===== config.mk =====
export PLATFORM = sky130hd
export DESIGN_NAME = key_slot_allocator_table_unit
export DESIGN_NICKNAME = d
export VERILOG_FILES = /design/src/hdl/ksa_pkg.sv /design/src/hdl/ksa_value_mem.sv /design/src/hdl/ksa_key_map.sv /design/src/hdl/key_slot_allocator_table_unit.sv
export SDC_FILE = /design/constraint.sdc
export NUM_CORES = 2
export LEC_CHECK = 0
export ABC_AREA = 1
export BUFFER_PORTS_ARGS = -buffer_cell sky130_fd_sc_hd__buf_2
export CAP_MARGIN = 10
export CORE_ASPECT_RATIO = 2
export CORE_MARGIN = 4
export CORE_UTILIZATION = 37
export DETAILED_ROUTE_END_ITERATION = 8
export SYNTH_ARGS = -nofsm -noshare
export SYNTH_HDL_FRONTEND = slang
export SYNTH_SLANG_ARGS = --single-unit

===== constraint.sdc =====
create_clock -name clk -period 10.5 [get_ports clk]
set_clock_uncertainty 0.2 [all_clocks]
set_input_delay 2.625 -clock clk [delete_from_list [all_inputs] [get_ports clk]]
set_output_delay 2.625 -clock clk [all_outputs]
set_load 0.05 [all_outputs]

===== src/hdl/ksa_pkg.sv =====
// ----------------------------------------------------------------------------
// ksa_pkg
// Shared types and field widths for the key slot allocator table.
// ----------------------------------------------------------------------------
package ksa_pkg;

  localparam int KIND_W  = 2;
  localparam int KEY_W   = 8;
  localparam int VALUE_W = 32;
  localparam int AKEY_W  = 6;

  typedef enum logic [KIND_W-1:0] {
    KIND_ALLOC = 2'd0,
    KIND_FREE  = 2'd1,
    KIND_SET   = 2'd2,
    KIND_GET   = 2'd3
  } kind_t;

  // status of the key map for the item being accepted
  typedef struct packed {
    logic live;     // key in range and allocated
    logic written;  // table entry holds a value stored since allocation
    logic found;    // a free key exists for allocate
  } map_stat_t;

endpackage


===== src/hdl/ksa_value_mem.sv =====
// ----------------------------------------------------------------------------
// ksa_value_mem
// Value table: one write port, one read port, registered read data.
// ----------------------------------------------------------------------------
module ksa_value_mem #(
  parameter int DEPTH = 64,
  parameter int AW    = 6
) (
  input  logic                        clk,
  input  logic                        we,
  input  logic [AW-1:0]               waddr,
  input  logic [ksa_pkg::VALUE_W-1:0] wdata,
  input  logic                        re,
  input  logic [AW-1:0]               raddr,
  output logic [ksa_pkg::VALUE_W-1:0] rdata
);
  import ksa_pkg::*;

  logic [VALUE_W-1:0] mem [DEPTH];
  logic [VALUE_W-1:0] rdata_r;

  always_ff @(posedge clk) begin
    if (we) begin
      mem[waddr] <= wdata;
    end
    // hold read data while the result waits downstream
    if (re) begin
      rdata_r <= mem[raddr];
    end
  end

  assign rdata = rdata_r;

endmodule


===== src/hdl/ksa_key_map.sv =====
// ----------------------------------------------------------------------------
// ksa_key_map
// In-use bitmap, per-entry written flags and lowest-free-key encoder.
// ----------------------------------------------------------------------------
module ksa_key_map #(
  parameter int MAX_KEYS = 64,
  parameter int KW       = 6
) (
  input  logic                      clk,
  input  logic                      rst_n,
  input  logic                      acc,
  input  ksa_pkg::kind_t            kind,
  input  logic [ksa_pkg::KEY_W-1:0] key,
  output ksa_pkg::map_stat_t        stat,
  output logic [KW-1:0]             free_idx
);
  import ksa_pkg::*;

  logic [MAX_KEYS-1:0] map_r;
  logic [MAX_KEYS-1:0] wr_r;
  logic [KW-1:0]       key_idx;
  logic                in_range;
  logic                found;
  logic [KW-1:0]       idx;

  assign key_idx  = key[KW-1:0];
  assign in_range = (key != '0) && (key < KEY_W'(MAX_KEYS));

  // lowest free key from 1 upward
  always_comb begin
    found = 1'b0;
    idx   = '0;
    for (int k = MAX_KEYS - 1; k >= 1; k--) begin
      if (!map_r[k]) begin
        found = 1'b1;
        idx   = KW'(k);
      end
    end
  end

  assign free_idx     = idx;
  assign stat.found   = found;
  assign stat.live    = in_range && map_r[key_idx];
  assign stat.written = wr_r[key_idx];

  always_ff @(posedge clk) begin
    if (!rst_n) begin
      map_r <= '0;
      wr_r  <= '0;
    end else if (acc) begin
      case (kind)
        KIND_ALLOC: begin
          if (found) begin
            map_r[idx] <= 1'b1;
          end
        end
        KIND_FREE: begin
          // dropping the written flag makes the entry read as zero
          if (stat.live) begin
            map_r[key_idx] <= 1'b0;
            wr_r[key_idx]  <= 1'b0;
          end
        end
        KIND_SET: begin
          if (stat.live) begin
            wr_r[key_idx] <= 1'b1;
          end
        end
        default: ;
      endcase
    end
  end

endmodule


===== src/hdl/key_slot_allocator_table_unit.sv =====
// ----------------------------------------------------------------------------
// key_slot_allocator_table_unit
// Bitmap key allocator with a 32-bit value table per key.
// ----------------------------------------------------------------------------
// Output: the result is registered and valid in the cycle after the item is accepted.
// Throughput: one item per cycle while in_ready holds; the bitmap update and
//   table access finish at accept, so the next item sees them at once.
// Reset: clears the bitmap, the written flags and the output valid flag; the
//   value table itself is not cleared, unwritten entries read 0.
module key_slot_allocator_table_unit #(
  parameter int MAX_KEYS = 64
) (
  input  logic                        clk,
  input  logic                        rst_n,
  input  logic                        in_valid,
  output logic                        in_ready,
  input  logic [ksa_pkg::KIND_W-1:0]  in_kind,
  input  logic [ksa_pkg::KEY_W-1:0]   in_key,
  input  logic [ksa_pkg::VALUE_W-1:0] in_value,
  output logic                        out_valid,
  input  logic                        out_ready,
  output logic                        out_ok,
  output logic [ksa_pkg::AKEY_W-1:0]  out_allocated_key,
  output logic [ksa_pkg::VALUE_W-1:0] out_read_value
);
  import ksa_pkg::*;

  localparam int KW = (MAX_KEYS > 2) ? $clog2(MAX_KEYS) : 1;

  kind_t              kind;
  logic               acc;
  map_stat_t          stat;
  logic [KW-1:0]      free_idx;
  logic [VALUE_W-1:0] rdata;

  logic               out_valid_r;
  logic               out_ok_r, out_ok_nxt;
  logic [AKEY_W-1:0]  akey_r, akey_nxt;
  logic               rd_sel_r, rd_sel_nxt;

  assign kind     = kind_t'(in_kind);
  assign in_ready = !out_valid_r || out_ready;
  assign acc      = in_valid && in_ready;

  ksa_key_map #(
    .MAX_KEYS (MAX_KEYS),
    .KW       (KW)
  ) u_map (
    .clk      (clk),
    .rst_n    (rst_n),
    .acc      (acc),
    .kind     (kind),
    .key      (in_key),
    .stat     (stat),
    .free_idx (free_idx)
  );

  ksa_value_mem #(
    .DEPTH (MAX_KEYS),
    .AW    (KW)
  ) u_mem (
    .clk   (clk),
    .we    (acc && (kind == KIND_SET) && stat.live),
    .waddr (in_key[KW-1:0]),
    .wdata (in_value),
    .re    (acc && (kind == KIND_GET)),
    .raddr (in_key[KW-1:0]),
    .rdata (rdata)
  );

  always_comb begin
    out_ok_nxt = 1'b0;
    akey_nxt   = '0;
    rd_sel_nxt = 1'b0;
    case (kind)
      KIND_ALLOC: begin
        out_ok_nxt = stat.found;
        if (stat.found) begin
          akey_nxt = AKEY_W'(free_idx);
        end
      end
      KIND_GET: begin
        out_ok_nxt = stat.live;
        rd_sel_nxt = stat.live && stat.written;
      end
      default: out_ok_nxt = stat.live;
    endcase
  end

  always_ff @(posedge clk) begin
    if (!rst_n) begin
      out_valid_r <= 1'b0;
    end else if (in_ready) begin
      out_valid_r <= in_valid;
    end
  end

  always_ff @(posedge clk) begin
    if (acc) begin
      out_ok_r <= out_ok_nxt;
      akey_r   <= akey_nxt;
      rd_sel_r <= rd_sel_nxt;
    end
  end

  assign out_valid         = out_valid_r;
  assign out_ok            = out_ok_r;
  assign out_allocated_key = akey_r;
  assign out_read_value    = rd_sel_r ? rdata : '0;

endmodule

# Word level (Yosys, flattened, before mapping)
# Memories as Yosys holds them, arrays and structs flattened. A register that Yosys moved wholly into a read port is not among the register bits.
# Cells that the tools add are included.
[totals] in_bits=46 n_memories=1 regBits=137 ram_bits=2048 wordCells=185 out_inout_bits=41
[memory_table] memory="u_mem.mem" depth=64 word_bits=32 read_ports=1 rd_clocked_by_memory_dff=1 wr=1 line_no="ksa_value_mem.sv:19" text="logic [VALUE_W-1:0] mem [DEPTH];"
[op_classes] bitwise=5 muxes=144 reduce_logical=18 eq_ne=6 n_lt_le_gt_ge=5
[ops] operator="two-way mux 6 bit" n=63
[ops] operator="two-way mux 64 bit" n=4
[ops] operator="case mux 64 bit (2 select lines)" n=2
[ops] operator="AND 64 bit" n=2
[ops] operator="OR 64 bit" n=2
[ops] operator="two-way mux 1 bit" n=70
[ops] operator="NOT 64 bit" n=1
[ops] operator="two-way mux 32 bit" n=1
[ops] operator="less-than comparator 6 x 7 -> 1 bit, second input constant" n=2
[ops] operator="binary-select mux 1 bit (select 6 bit)" n=2
[ops] operator="demux 1 bit (select 6 bit)" n=2
[ops] operator=">= comparator 6 x 1 -> 1 bit, second input constant" n=2
[ops] operator="logical AND 1 bit" n=9
[ops] operator="less-than comparator 8 x 7 -> 1 bit, second input constant" n=1
[ops] operator="AND reduction 4 bit" n=2
[ops] operator="nonzero test 8 bit" n=1
[ops] operator="equality test 2 bit, second input constant" n=2
[ops] operator="inequality test 2 bit, second input constant" n=2
[ops] operator="nonzero test 2 bit" n=2
[ops] operator="equality test 2 x 1 -> 1 bit, second input constant" n=1
[ops] operator="zero test 2 bit" n=1
[ops] operator="inequality test 2 x 1 -> 1 bit, second input constant" n=1
[ops] operator="AND reduction 2 bit" n=1
[ops] operator="zero test 1 bit" n=1
[ops] operator="logical OR 1 bit" n=1

# Depth between registers and ports, before layout
[logic_depth] ltp_word=70 ltp_mapped=67 depth_no_buf=66

# Modules after synthesis
# Synthesis repeated with hierarchy kept, for this count alone.
[hier_totals] cells_unflattened=7994 hier_area_um2=90939.7
[modules_own_cells] mod="ksa_value_mem" n_inst=1 cells_per_inst=6769 area_per_inst_um2=83058.4 seq_area_each_um2=62459.9
[modules_own_cells] mod="ksa_key_map" n_inst=1 cells_per_inst=1119 area_per_inst_um2=7230.7 seq_area_each_um2=2562.5
[modules_own_cells] mod="key_slot_allocator_table_unit" n_inst=1 cells_per_inst=106 area_per_inst_um2=650.6 seq_area_each_um2=260.2

# Worst setup path before layout
# OpenSTA, ideal clock, no wires.
[synth_path] path_type="input to register" start="input in_key[0] (netlist bit)" end="memory u_mem.mem[31][0] (enable)" arrival_time_ns=7.435 required_time_ns=9.837 path_buffers=3 path_slack_ns=2.401 path_stages=15 setup_time_ns=0.463 path_cell_list="clkbuf_1 inv_1 nor3_1 inv_1 clkbuf_1 o22ai_1 o21ai_0 nand2_1 a211oi_1 nand2_1 nand2_1 nor2_1 nand2_1 clkbuf_1 nor3_1"
[synth_between] elab_chain_len=6 word_cells_on_any_way=9 cone_classes="1 x order compare; 4 x mux; 4 x reduce/logical"
[synth_lines] element="start, declared" line_no="key_slot_allocator_table_unit.sv:18" text="input logic [ksa_pkg::KEY_W-1:0] in_key,"
[synth_lines] element="binary-select mux 1 bit (select 6 bit) (tied with other cells)" line_no="ksa_key_map.sv:43" text="assign stat.live = in_range && map_r[key_idx];"
[synth_lines] element="two-way mux 1 bit (not written as such) or logical AND 1 bit (tied branches)" line_no="ksa_key_map.sv:43, ksa_key_map.sv:27"
[synth_lines] element="logical AND 1 bit" line_no="ksa_key_map.sv:43"
[synth_lines] element="logical AND 1 bit" line_no="key_slot_allocator_table_unit.sv:63" text=".we (acc && (kind == KIND_SET) && stat.live),"
[synth_lines] element="two-way mux 1 bit" line_no="ksa_value_mem.sv:23" text="if (we) begin"
[synth_lines] element="two-way mux 1 bit (not written as such)" line_no="ksa_value_mem.sv:24" text="mem[waddr] <= wdata;"
[synth_lines] element="end, declared" line_no="ksa_value_mem.sv:19"
# Parallel ways exist; a longest one is shown, timed or not. The select of a mux whose other input is x is not followed.

# Final worst setup path
[layout_path] start="input in_key[1] (netlist bit)" end="memory u_mem.mem[50][29] (enable)"
# The elaborated chain is that of the path after synthesis.

==> results by group <==
Detailed routing
  • DR WL/cell: 30.1 um
  • DRT Pass-1 Iters: 6
  • Avg Vias per Cell: between 5 and 6
  • Total number of vias: 51.1k
  • Initial DRC Count: 6094
  • Post-detailed-route count of antenna-violating nets: 0
  • DRT Wirelength: 267000 um
  • Final routed DRC violation total: 0

Timing
  • Tcrit/Tclk final: 0.726
  • Fin Setup TNS: 0 ps
  • Final setup vio count: 0
  • RSZ-0062 raised after global routing: false
  • Peak Freq: 0.131 GHz
  • Final hold vios: 0
  • Slew @ Worst Pin: 1270 ps
  • Setup slack after layout: 2880 ps
  • Slew margin rel.: 0.155
  • Final Max Slew Viols: 0
  • Tmin final: 7620 ps

Clock network
  • CTS sink cnt: 2217
  • Register clock-pin slew on the reported worst setup and hold paths: about 70 ps
  • CTS Buf Count: 182
  • Clk buf depth: 4
  • CTS tree: done
  • Post-CTS sizing: 0
  • Clk_lat worst skew: 840 ps
  • Htree depth: 4
  • Setup Buffers After CTS: 0
  • Root Driver: clkbuf_16
  • Hold_buf cts: 0

Final layout
  • Share of cells above drive strength 1: 0.103
  • P&R area growth vs syn: 12.8%
  • Layout Nets: 5790
  • Final core occ: 0.420
  • Non-Filler Instances: 8858

Power and ir drop
  • Clock power share: 0.388
  • Pwr Density: approximately 180 mW/mm^2
  • Switching share of total power: 0.220
  • Seq pwr share: 0.564
  • Leak: 0.0294 uW
  • Internal Power: around 13000 uW
  • Switch Pwr: 3780 uW
  • Logic pwr share: 0.048
  • Peak supply drop: ~0.13 mV
  • Tot Pwr: 17200 uW

Setup path
  • Critical path required time: 10800 ps
  • CP max stage cell: nor2_4
  • CP max stage delay: 920 ps
  • Crit-path cells: buf_2 > inv_1 > nor3_2 > buf_4 > inv_1 > o22ai_1 > o41ai_1 > nand2_1 > a221oi_1 > nand2_1 > nand2_1 > nor2_1 > nand2_4 > buf_4 > nor2_4 > buf_4
  • WP data arrival: 7920 ps
  • Crit-path max FO: 35
  • WS Path Type: in2reg
  • Startpoint Class: primary input
  • Setup crit end kind: flop

Place
  • Placed Cells incl. Taps: 8521
  • IO Port Bufs: 86
  • DPL Wire Length: 166000 um
  • Placement Setup Slack: 2050 ps
  • Gpl congestion: 0.988

Logic synthesis
  • Ys Warns: 0
  • Share of synthesized flip-flops with an asynchronous set or reset: 0
  • Synth area leaders: edfxtp_1, nand2_1, dfxtp_1
  • Mapped Area: around 0.083 sq mm
  • Register area share after synthesis: 0.786
  • Post-synthesis cell type count: 48
  • Cells after Synth: approximately 5.6k
  • Synth area leader: edfxtp_1
  • Yosys reg bits: 2217
  • Ys flop type: edfxtp_1
  • Syn Area/Cell: ~15 sq um
  • Post-synth top area share: 0.755
  • Post-synth EDFFs: between 2k and 2.5k

Die
  • Initial Util: 0.372
  • Die Span X: 343 um
  • Core Rows: 245
  • Core area: about 0.22 sq mm
  • Top Ports: 87
  • Die area: 0.233 sq mm
  • Die H: 678 um

GRT
  • First-pass GRT wire length: 376000 um
  • Tot GR Track Use: 0.223
  • Initial antenna violation count: 19
  • Pin count of the biggest net entering global routing: around 130
  • Vias in the first global route: 50.2k
  • Total gr overflow: 0

Flow run
  • Max Cap Violations: 0

Hold path
  • HP Class: reg2reg

Run status
  • Status: complete, no violations
## synth_stat cells, drive strengths merged, types with 9 or more instances
cell    number
edfxtp    2088
nand2      955
nor2       344
a22oi      296
a221oi     277
nand4      261
clkbuf     249
inv        234
a22o       220
a21oi      140
dfxtp      129
o21ai      116
buf         62
nor3        53
o22ai       45
nand3       32
a211oi      10
a21boi       9
a31oi        9
## critical path: cells and delay by family
family,cells,cell delay [ps]
and+or+nand+nor,7,2520
AOI/OAI and AO/OA,3,490
buffers and inverters,6,2150
## through the flow
stage	area [sq um]	hold WS, ps
floorplan	83200	207
global placement	88000	259
detailed placement	88000	263
CTS	93600	274
global route	93700	286
finish	93700	270
## power groups by stage
stage	clock network (uW)	logic, uW	registers [uW]
floorplan	0	345	9880
global placement	0	805	9880
detailed placement	0	812	9880
CTS	6740	815	9680
global route	7090	856	9680
finish	6660	820	9680
## logic make-up after synthesis
kind of cell / Yosys count / synth area share
compound gates: 1156 / 0.104
buf+inv: 550 / 0.0250
flops: 2217 / 0.786
other cells: 1 / 0.0000451
simple gates: 1655 / 0.0848
## path summary, 6_finish.rpt
check	cells past startpoint	from	end	slack [ps]
worst max register to register	66	u_map.map_r[63]$_SDFFE_PN0P_	u_map.map_r[48]$_SDFFE_PN0P_	5080
worst max-delay path	16	in_key[1]	u_mem.mem[50][29]$_DFFE_PP_	2880
worst min-delay path	2	flop	flop	270
worst min register to register	2	flop	flop	270
## per-layer routing
layer / track usage / vias up / wire length (um)
met5: 0 / - / 99
met4: 0.116 / 16 / 16300
met3: 0.0293 / 627 / 17500
met2: 0.403 / 2401 / 139000
met1: 0.258 / 26300 / 93300
li1: - / 21800 / -
## layout by cell type, fill, tap and decap left out, drive strengths merged, types with 32 or more instances in the layout
| master | instances |
|---|---|
| a221oi | 277 |
| a22o | 220 |
| buf | 261 |
| a22oi | 296 |
| dfxtp | 129 |
| nor2 | 344 |
| clkbuf | 223 |
| nand3 | 32 |
| nand4 | 261 |
| o22ai | 45 |
| o21ai | 116 |
| conb | 32 |
| clkinv | 85 |
| nor3 | 53 |
| inv | 238 |
| a21oi | 140 |
| edfxtp | 2088 |
| nand2 | 955 |
## sequential cells by signal, summed over array words and instances (netlist names), named ones only
register / count
u_mem.mem: 2048
u_map.map_r: 64
u_mem.rdata: 32
out_allocated_key: 6
out_ok: 1
out_valid: 1
rd_sel_r: 1
## final cells by class
| type | instances | area (sq um) |
|---|---|---|
| antenna | 9 | 22.5 |
| multi-input combinational | 2843 | 16300 |
| tap | 2964 | 3710 |
| clock buffer | 223 | 4820 |
| clock inverter | 102 | 776 |
| timing repair buffer | 261 | 1850 |
| inverter | 239 | 897 |
| sequential | 2217 | 65300 |
| fill | 20300 | 129000 |
Note: power is estimated with default switching activity, not from simulation.
